## src/rtl/keypad_precedence_calculator_unit_macros.svh

```systemverilog
// Assertion macros shared by the calculator RTL.
`ifndef KEYPAD_PRECEDENCE_CALCULATOR_UNIT_MACROS_SVH
`define KEYPAD_PRECEDENCE_CALCULATOR_UNIT_MACROS_SVH

`ifndef SYNTHESIS
`define KPC_ASSERT(lbl, clk, rstn, prop, msg) \
  lbl: assert property (@(posedge clk) disable iff (!rstn) prop) else $error(msg);
`define KPC_ASSERT_NEVER(lbl, clk, rstn, expr, msg) \
  `KPC_ASSERT(lbl, clk, rstn, !(expr), msg)
`else
`define KPC_ASSERT(lbl, clk, rstn, prop, msg)
`define KPC_ASSERT_NEVER(lbl, clk, rstn, expr, msg)
`endif

`endif

```

## src/rtl/kpc_pkg.sv

```systemverilog
// Shared types and constants of the keypad calculator.
package kpc_pkg;

  localparam int unsigned DataW = 32;

  localparam logic [7:0] KEY_MUL = 8'h2A;
  localparam logic [7:0] KEY_DIV = 8'h2F;
  localparam logic [7:0] KEY_ADD = 8'h2B;
  localparam logic [7:0] KEY_SUB = 8'h2D;
  localparam logic [7:0] KEY_EQ  = 8'h3D;
  localparam logic [7:0] KEY_CLR = 8'h63;
  localparam logic [7:0] KEY_D0  = 8'h30;
  localparam logic [7:0] KEY_D9  = 8'h39;

  typedef enum logic [2:0] {
    OP_DIGIT,
    OP_MUL,
    OP_DIV,
    OP_ADD,
    OP_SUB,
    OP_EQ,
    OP_CLR
  } kpc_op_e;

  typedef struct packed {
    kpc_op_e    op;
    logic [3:0] digit;
  } kpc_cmd_t;

  typedef struct packed {
    logic             start;
    logic             is_div;
    logic [DataW-1:0] a;
    logic [DataW-1:0] b;
  } kpc_md_req_t;

  typedef struct packed {
    logic             done;
    logic [DataW-1:0] result;
  } kpc_md_rsp_t;

endpackage

```

## src/rtl/keypad_precedence_calculator_unit.sv

```systemverilog
// Keypad calculator with multiply and divide taking precedence over add and subtract.
//
// Each request carries one ASCII key. Keys are classified on entry and held in a
// short command queue, so new keys are taken while the evaluator is busy or a
// result waits at the output. An operator or '=' that closes a pending multiply,
// or a divide by a nonzero operand, waits on the shared multiply/divide unit,
// which resolves one bit per cycle; a divide by zero closes without that unit.
// '=' then loads the output register once it is free, and the result stays
// there until it is taken. Division truncates towards zero; a zero divisor
// gives a result of 0 with divide_by_zero set. Unknown keys are dropped.
module keypad_precedence_calculator_unit #(
  parameter int unsigned QueueDepth = 4
) (
  input  logic               clk_i,
  input  logic               rst_ni,
  input  logic               in_valid_i,
  output logic               in_ready_o,
  input  logic [7:0]         key_i,
  output logic               out_valid_o,
  input  logic               out_ready_i,
  output logic signed [31:0] value_o,
  output logic               divide_by_zero_o
);
  import kpc_pkg::*;

  logic        push, pop, q_full, q_empty;
  kpc_cmd_t    push_cmd, head_cmd;
  kpc_md_req_t md_req;
  kpc_md_rsp_t md_rsp;

  kpc_front u_front (
    .in_valid_i (in_valid_i),
    .in_ready_o (in_ready_o),
    .key_i      (key_i),
    .q_full_i   (q_full),
    .push_o     (push),
    .cmd_o      (push_cmd)
  );

  kpc_queue #(
    .QueueDepth (QueueDepth)
  ) u_queue (
    .clk_i   (clk_i),
    .rst_ni  (rst_ni),
    .push_i  (push),
    .cmd_i   (push_cmd),
    .pop_i   (pop),
    .cmd_o   (head_cmd),
    .full_o  (q_full),
    .empty_o (q_empty)
  );

  kpc_muldiv u_muldiv (
    .clk_i  (clk_i),
    .rst_ni (rst_ni),
    .req_i  (md_req),
    .rsp_o  (md_rsp)
  );

  kpc_back u_back (
    .clk_i            (clk_i),
    .rst_ni           (rst_ni),
    .cmd_i            (head_cmd),
    .q_empty_i        (q_empty),
    .pop_o            (pop),
    .md_req_o         (md_req),
    .md_rsp_i         (md_rsp),
    .out_valid_o      (out_valid_o),
    .out_ready_i      (out_ready_i),
    .value_o          (value_o),
    .divide_by_zero_o (divide_by_zero_o)
  );

endmodule

```

## src/rtl/kpc_front.sv

```systemverilog
// Front end: accepts key requests and turns them into queued commands.
module kpc_front (
  input  logic              in_valid_i,
  output logic              in_ready_o,
  input  logic [7:0]        key_i,
  input  logic              q_full_i,
  output logic              push_o,
  output kpc_pkg::kpc_cmd_t cmd_o
);
  import kpc_pkg::*;

  logic known;

  always_comb begin
    known        = 1'b1;
    cmd_o.digit  = key_i[3:0];
    cmd_o.op     = OP_DIGIT;
    if (key_i inside {[KEY_D0:KEY_D9]}) begin
      cmd_o.op = OP_DIGIT;
    end else begin
      case (key_i)
        KEY_MUL: cmd_o.op = OP_MUL;
        KEY_DIV: cmd_o.op = OP_DIV;
        KEY_ADD: cmd_o.op = OP_ADD;
        KEY_SUB: cmd_o.op = OP_SUB;
        KEY_EQ:  cmd_o.op = OP_EQ;
        KEY_CLR: cmd_o.op = OP_CLR;
        default: known = 1'b0;
      endcase
    end
  end

  // Unknown keys are taken and dropped without touching the queue.
  assign in_ready_o = !q_full_i;
  assign push_o     = in_valid_i && !q_full_i && known;

endmodule

```

## src/rtl/kpc_queue.sv

```systemverilog
// Short command queue between the front end and the evaluator.
`include "keypad_precedence_calculator_unit_macros.svh"
module kpc_queue #(
  parameter int unsigned QueueDepth = 4
) (
  input  logic              clk_i,
  input  logic              rst_ni,
  input  logic              push_i,
  input  kpc_pkg::kpc_cmd_t cmd_i,
  input  logic              pop_i,
  output kpc_pkg::kpc_cmd_t cmd_o,
  output logic              full_o,
  output logic              empty_o
);
  import kpc_pkg::*;

  localparam int unsigned PtrW = (QueueDepth > 1) ? $clog2(QueueDepth) : 1;
  localparam int unsigned CntW = $clog2(QueueDepth + 1);
  localparam logic [PtrW-1:0] LastPtr = PtrW'(QueueDepth - 1);
  localparam logic [CntW-1:0] FullCnt = CntW'(QueueDepth);

  kpc_cmd_t        mem_q [QueueDepth];
  logic [PtrW-1:0] wr_ptr_q, rd_ptr_q;
  logic [CntW-1:0] count_q;

  assign full_o  = (count_q == FullCnt);
  assign empty_o = (count_q == '0);
  assign cmd_o   = mem_q[rd_ptr_q];

  always_ff @(posedge clk_i) begin
    if (push_i) begin
      mem_q[wr_ptr_q] <= cmd_i;
    end
  end

  always_ff @(posedge clk_i or negedge rst_ni) begin
    if (!rst_ni) begin
      wr_ptr_q <= '0;
      rd_ptr_q <= '0;
      count_q  <= '0;
    end else begin
      if (push_i) begin
        wr_ptr_q <= (wr_ptr_q == LastPtr) ? '0 : wr_ptr_q + 1'b1;
      end
      if (pop_i) begin
        rd_ptr_q <= (rd_ptr_q == LastPtr) ? '0 : rd_ptr_q + 1'b1;
      end
      if (push_i && !pop_i) begin
        count_q <= count_q + 1'b1;
      end else if (pop_i && !push_i) begin
        count_q <= count_q - 1'b1;
      end
    end
  end

  `KPC_ASSERT_NEVER(a_no_overflow, clk_i, rst_ni, push_i && full_o, "queue written while full")
  `KPC_ASSERT_NEVER(a_no_underflow, clk_i, rst_ni, pop_i && empty_o, "queue read while empty")

endmodule

```

## src/rtl/kpc_muldiv.sv

```systemverilog
// Shared one-bit-per-cycle multiplier and signed truncating divider.
`include "keypad_precedence_calculator_unit_macros.svh"
module kpc_muldiv (
  input  logic                 clk_i,
  input  logic                 rst_ni,
  input  kpc_pkg::kpc_md_req_t req_i,
  output kpc_pkg::kpc_md_rsp_t rsp_o
);
  import kpc_pkg::*;

  localparam int unsigned CntW = $clog2(DataW);

  logic             busy_q, done_q, div_q, neg_q;
  logic [CntW-1:0]  cnt_q;
  logic [DataW-1:0] acc_q, opa_q, opb_q, res_q;

  logic [DataW:0]   rem_sh;
  logic             fits;
  logic [DataW-1:0] acc_d, opa_d;
  logic [DataW-1:0] mag_a, mag_b;

  assign mag_a = req_i.a[DataW-1] ? (DataW'(0) - req_i.a) : req_i.a;
  assign mag_b = req_i.b[DataW-1] ? (DataW'(0) - req_i.b) : req_i.b;

  always_comb begin
    rem_sh = {acc_q, opa_q[DataW-1]};
    fits   = (rem_sh >= {1'b0, opb_q});
    if (div_q) begin
      acc_d = fits ? DataW'(rem_sh - {1'b0, opb_q}) : rem_sh[DataW-1:0];
      opa_d = {opa_q[DataW-2:0], fits};
    end else begin
      acc_d = opb_q[0] ? (acc_q + opa_q) : acc_q;
      opa_d = {opa_q[DataW-2:0], 1'b0};
    end
  end

  always_ff @(posedge clk_i or negedge rst_ni) begin
    if (!rst_ni) begin
      busy_q <= 1'b0;
      done_q <= 1'b0;
      div_q  <= 1'b0;
      neg_q  <= 1'b0;
      cnt_q  <= '0;
      acc_q  <= '0;
      opa_q  <= '0;
      opb_q  <= '0;
      res_q  <= '0;
    end else begin
      done_q <= busy_q && !req_i.start && (cnt_q == '0);
      if (req_i.start) begin
        busy_q <= 1'b1;
        div_q  <= req_i.is_div;
        neg_q  <= req_i.a[DataW-1] ^ req_i.b[DataW-1];
        cnt_q  <= '1;
        acc_q  <= '0;
        opa_q  <= req_i.is_div ? mag_a : req_i.a;
        opb_q  <= req_i.is_div ? mag_b : req_i.b;
      end else if (busy_q) begin
        acc_q <= acc_d;
        opa_q <= opa_d;
        if (!div_q) begin
          opb_q <= {1'b0, opb_q[DataW-1:1]};
        end
        cnt_q <= cnt_q - 1'b1;
        if (cnt_q == '0) begin
          busy_q <= 1'b0;
          if (div_q) begin
            res_q <= neg_q ? (DataW'(0) - opa_d) : opa_d;
          end else begin
            res_q <= acc_d;
          end
        end
      end
    end
  end

  assign rsp_o.done   = done_q;
  assign rsp_o.result = res_q;

  `KPC_ASSERT_NEVER(a_start_idle, clk_i, rst_ni, req_i.start && busy_q, "start while busy")
  `KPC_ASSERT(a_done_pulse, clk_i, rst_ni, done_q |=> !done_q, "done held for two cycles")

endmodule

```

## src/rtl/kpc_back.sv

```systemverilog
// Evaluator: runs queued commands against the running sum and product term.
`include "keypad_precedence_calculator_unit_macros.svh"
module kpc_back (
  input  logic                      clk_i,
  input  logic                      rst_ni,
  input  kpc_pkg::kpc_cmd_t         cmd_i,
  input  logic                      q_empty_i,
  output logic                      pop_o,
  output kpc_pkg::kpc_md_req_t      md_req_o,
  input  kpc_pkg::kpc_md_rsp_t      md_rsp_i,
  output logic                      out_valid_o,
  input  logic                      out_ready_i,
  output logic signed [31:0]        value_o,
  output logic                      divide_by_zero_o
);
  import kpc_pkg::*;

  typedef enum logic [1:0] {S_IDLE, S_WAIT, S_EMIT} state_e;
  typedef enum logic [1:0] {PEND_NONE, PEND_MUL, PEND_DIV} pend_e;

  state_e           state_q;
  pend_e            pend_q;
  kpc_op_e          op_q;
  logic [DataW-1:0] entry_q, product_q, sum_q;
  logic             neg_q, zdiv_q;
  logic             out_valid_q, out_dbz_q;
  logic [DataW-1:0] out_value_q;

  logic             is_oper, need_md, apply_en, dz_set;
  kpc_op_e          apply_op;
  logic [DataW-1:0] close_t, direct_t, sum_d, entry_d;

  always_comb begin
    pop_o    = (state_q == S_IDLE) && !q_empty_i;
    is_oper  = (cmd_i.op != OP_DIGIT) && (cmd_i.op != OP_CLR);
    need_md  = (pend_q == PEND_MUL) || ((pend_q == PEND_DIV) && (entry_q != '0));
    dz_set   = pop_o && is_oper && (pend_q == PEND_DIV) && (entry_q == '0);
    direct_t = (pend_q == PEND_DIV) ? '0 : entry_q;
    apply_en = (pop_o && is_oper && !need_md) || ((state_q == S_WAIT) && md_rsp_i.done);
    apply_op = (state_q == S_WAIT) ? op_q : cmd_i.op;
    close_t  = (state_q == S_WAIT) ? md_rsp_i.result : direct_t;
    sum_d    = neg_q ? (sum_q - close_t) : (sum_q + close_t);
    entry_d  = (entry_q << 3) + (entry_q << 1) + {{(DataW-4){1'b0}}, cmd_i.digit};

    md_req_o.start  = pop_o && is_oper && need_md;
    md_req_o.is_div = (pend_q == PEND_DIV);
    md_req_o.a      = product_q;
    md_req_o.b      = entry_q;
  end

  always_ff @(posedge clk_i or negedge rst_ni) begin
    if (!rst_ni) begin
      state_q     <= S_IDLE;
      pend_q      <= PEND_NONE;
      op_q        <= OP_DIGIT;
      entry_q     <= '0;
      product_q   <= '0;
      sum_q       <= '0;
      neg_q       <= 1'b0;
      zdiv_q      <= 1'b0;
      out_valid_q <= 1'b0;
      out_dbz_q   <= 1'b0;
      out_value_q <= '0;
    end else begin
      if (out_valid_q && out_ready_i && (state_q != S_EMIT)) begin
        out_valid_q <= 1'b0;
      end
      if (dz_set) begin
        zdiv_q <= 1'b1;
      end

      case (state_q)
        S_IDLE: begin
          if (pop_o) begin
            op_q <= cmd_i.op;
            case (cmd_i.op)
              OP_DIGIT: entry_q <= entry_d;
              OP_CLR: begin
                pend_q    <= PEND_NONE;
                entry_q   <= '0;
                product_q <= '0;
                sum_q     <= '0;
                neg_q     <= 1'b0;
                zdiv_q    <= 1'b0;
              end
              default: begin
                if (need_md) begin
                  state_q <= S_WAIT;
                end
              end
            endcase
          end
        end
        S_WAIT: begin
          if (md_rsp_i.done && (op_q != OP_EQ)) begin
            state_q <= S_IDLE;
          end
        end
        S_EMIT: begin
          if (!out_valid_q || out_ready_i) begin
            out_valid_q <= 1'b1;
            out_value_q <= zdiv_q ? '0 : sum_q;
            out_dbz_q   <= zdiv_q;
            sum_q       <= '0;
            zdiv_q      <= 1'b0;
            state_q     <= S_IDLE;
          end
        end
        default: state_q <= S_IDLE;
      endcase

      if (apply_en) begin
        entry_q <= '0;
        if ((apply_op == OP_MUL) || (apply_op == OP_DIV)) begin
          product_q <= close_t;
          pend_q    <= (apply_op == OP_MUL) ? PEND_MUL : PEND_DIV;
        end else begin
          sum_q     <= sum_d;
          product_q <= '0;
          pend_q    <= PEND_NONE;
          neg_q     <= (apply_op == OP_SUB);
          if (apply_op == OP_EQ) begin
            state_q <= S_EMIT;
          end
        end
      end
    end
  end

  assign out_valid_o      = out_valid_q;
  assign value_o          = out_value_q;
  assign divide_by_zero_o = out_dbz_q;

  `KPC_ASSERT(a_emit_source, clk_i, rst_ni, $rose(out_valid_q) |-> $past(state_q == S_EMIT), "result without evaluation")
  `KPC_ASSERT(a_dbz_zero, clk_i, rst_ni, (out_valid_q && out_dbz_q) |-> (out_value_q == '0), "nonzero value with zero divisor")

endmodule

```

## config.mk

```make
export PLATFORM = sky130hd
export DESIGN_NAME = keypad_precedence_calculator_unit
export DESIGN_NICKNAME = d
export VERILOG_FILES = /design/src/rtl/kpc_pkg.sv /design/src/rtl/keypad_precedence_calculator_unit.sv /design/src/rtl/kpc_front.sv /design/src/rtl/kpc_queue.sv /design/src/rtl/kpc_muldiv.sv /design/src/rtl/kpc_back.sv
export VERILOG_INCLUDE_DIRS = /design/src /design/src/rtl
export SDC_FILE = /design/constraint.sdc
export NUM_CORES = 1
export LEC_CHECK = 0
export ABC_AREA = 1
export BUFFER_PORTS_ARGS = -buffer_cell sky130_fd_sc_hd__buf_2
export CORE_MARGIN = 10
export CORE_UTILIZATION = 55
export CTS_BUF_LIST = sky130_fd_sc_hd__clkbuf_8 sky130_fd_sc_hd__clkbuf_16
export CTS_CLUSTER_SIZE = 20
export DETAILED_ROUTE_END_ITERATION = 8
export PLACE_DENSITY_LB_ADDON = 0.2
export SYNTH_ARGS = -nofsm -noshare
export SYNTH_HDL_FRONTEND = slang
export SYNTH_SLANG_ARGS = --single-unit
```

## constraint.sdc

```tcl
create_clock -name clk_i -period 3.37 [get_ports clk_i]
set_input_delay 0.1685 -clock clk_i [delete_from_list [all_inputs] [get_ports clk_i]]
set_output_delay 0.1685 -clock clk_i [all_outputs]
set_load 0.01 [all_outputs]
```

==> flow_summary.ini <==
[run_status]
status = finished, violations left
violations = setup timing

[grt]
use_met2_pct = 51.4
grtUsageTotal_pct = 32.5
grt_busiest_layer = met2
grt_util_met1_pct = 42.4
met3_usage_pct = 8.31
antenna_found_initial = 2
grt_pass1_wl_um = 140000
grt_overflow = 0
grt_max_degree = 92
grt_pass1_vias = 25526

[worst_hold_path]
worstHoldPathType = primary input to register

[final_layout]
drive_gt1_share_pct = 27.1
fin_util_pct = 73.3
area_growth_syn_to_layout_pct = 30.9
layout_commonest_cell = nand2_1
most-common-layout-cells = nand2_1 (675), buf_4 (482), inv_1 (353), dfrtp_1 (271), nor2_1 (270)
nNetsFinal = 4093

[floorplanning]
core-area_sq_mm = 0.0444
die_w_um = 233
rows = 77
die-area_sq_mm = 0.0541
die_h_um = 233
io_pins = 47
initial_utilization_pct = 56.0

[yosys]
yosys-top-cells-area = dfrtp_1 (28%), nand2_1 (11%), ha_1 (8.2%), o21ai_0 (6.2%), inv_1 (5.8%)
ys_warn_count = 0
synth_ff_type = dfrtp_1
synth-compound-area-share_pct = 21.4
yosys.area.top_type_share_pct = 28.5
synth.distinct_cells = 67
synth-seq-area-share_pct = 31.9
yosysTopAreaCell = dfrtp_1
syn-mean-instance-area_sq_um = 7.33
synth_area_sq_mm = 0.0249
synth-simple-area-share_pct = 23.5
synth_top_family_by_area = simple AND/OR/NAND/NOR gates
async_flop_share_pct = 91.0
synth_edf_count = 28
syn_nets = 3575
synthAdderAreaFrac_pct = 8.68
syn_inst = 3394
ys_ff_latch = 311
synthMuxAreaShare_pct = 0
synthXorXnorAreaFrac_pct = 5.95

[worst_setup_path]
endpoint = u_back.sum_q[29]
end_kind = register
max_stage_delay_ns = 0.42
path_common_cell = nand2_1
r2r_cells = 25
ff2ff_setup_slack_ns = -0.38
cp.required_ns = 3.86
path_class = register to register
slowest_stage = dfrtp_1
cp.arrival_ns = 4.25
critical_path.startpoint_type = register
r2r-start = u_back.state_q[1]
worstReg2RegEnd = u_back.sum_q[29]
crit_path_start = u_back.state_q[1]
path_max_fanout = 6

[route]
wl_per_cell_um = 20.5
ant_nets = 0
drt_iter0_drc = 2876
drt_wl_total_um = 92900
vias_per_cell = 5.97
dr.pass1.iters = 6
drcViolationCount = 0
vias = 27098

[timing]
max_freq_ghz = 0.266
relSlewSlack_pct = 47.2
setup-violations-final = 19
rsz0062_at_grt = true
setup_ws_ns = -0.384
worst_pin_slew_ns = 0.793
finalHoldViolCount = 0
setup_tns_ns = -4.40
slew_violations = 0
period_share_pct = 111
fin_skew_ns = 0.0145
period_needed_ns = 3.75

[job]
max_cap_viol_count = 0

[clocking]
clock_latency_ns = 0.58
htreeDepth = 2
cts_buffer_depth = 3
cts_root_buf = clkbuf_16
cts_tree = built
cts-buffers-inserted = 38
path_clk_slew_ns = 0.06
clock_sinks = 311

[place]
io_buffer_count = 46
pre_cts_ws_ns = -0.566
dp_hpwl_um = 68700
gp_congestion = 1.04
[critical path: cells and delay by family, from the launching register on]
kind / cells / cell delay [ns]
buf+inv: 3 / 0.28
xor+xnor: 1 / 0.14
simple gates: 16 / 2.00
flops: 1 / 0.42
fa+ha+maj: 1 / 0.33
compound gates: 4 / 0.50
[through the flow]
step | cell area, sq um | hold slack [ns] | instances
floorplan | 24900 | -0.127 | 3394
global placement | 28600 | 0.227 | 4360
detailed placement | 28600 | 0.238 | 4360
CTS | 30800 | 0.121 | 4486
global route | 32500 | 0.211 | 4534
finish | 32500 | 0.156 | 4537
[cell type report]
type / instances / area (sq um)
multi-input combinational: 2571 / 16400
fill: 3473 / 11900
sequential: 311 / 7940
timing repair buffer: 584 / 4580
inverter: 405 / 1550
clock buffer: 40 / 978
tap: 592 / 741
clock inverter: 30 / 320
antenna: 3 / 7.51
timing repair inverter: 1 / 5.00
[per-layer routing]
metal / wire length [um] / part of all wire, %
met1: 37000 / 40
met2: 42300 / 46
met3: 9900 / 11
met4: 3560 / 3.8
met5: 116 / 0.12
[how the worst min path moves through the flow]
stage                               to  cells past startpoint      from  slack [ns]
2_1_floorplan  u_back.divide_by_zero_o                      0    rst_ni       -0.13
6_report           u_queue.mem_q[0][5]                      4  key_i[7]        0.16
5_1_grt            u_queue.mem_q[2][5]                      4  key_i[7]        0.21
3_3_place_gp        u_back.value_o[30]                      1    rst_ni        0.23
4_1_cts            u_queue.mem_q[1][5]                      4  key_i[7]        0.12
3_5_place_dp        u_back.value_o[20]                      1    rst_ni        0.24
[sequential cells by signal, summed over array words and instances, names as in the netlist, 2 cells and up]
register,count
u_back.op_q,3
u_back.product_q,32
u_muldiv.acc_q,32
u_muldiv.opa_q,32
u_back.sum_q,32
u_back.pend_q,2
u_muldiv.opb_q,32
u_muldiv.res_q,32
u_back.entry_q,32
u_muldiv.cnt_q,5
u_queue.mem_q,28
u_queue.wr_ptr_q,2
u_back.value_o,32
u_queue.rd_ptr_q,2
u_back.state_q,2
u_queue.count_q,3
[synth_stat cells, drive strengths merged (27+ instances only)]
master,count
nand2,757
inv,401
o21ai,368
nor2,302
dfrtp,283
a21oi,221
nand3,214
ha,163
xor2,110
buf,65
xnor2,59
clkbuf,44
nor3,36
o221ai,32
o211ai,30
a21o,28
edfxtp,28
nand4,27
[what timing repair did]
item | CTS | global route
hold buffers | 6 | 0
resized for setup | 141 | 332
endpoints found under the setup margin | 48 | 125
endpoints found under the hold margin | 104 | 0
setup buffers | 49 | 54
pin swaps | 70 | 106
cloned | 2 | 1
[kinds of logic after synthesis]
group | after synthesis
and+or+nand+nor | 1379
AOI/OAI and AO/OA | 852
buffers and inverters | 514
DFF | 311
xor gates and xnor gates | 169
adders and majority gates | 169
Power is not shown: default switching activity piles up to over one toggle a cycle in this logic, so the estimate is an artifact.
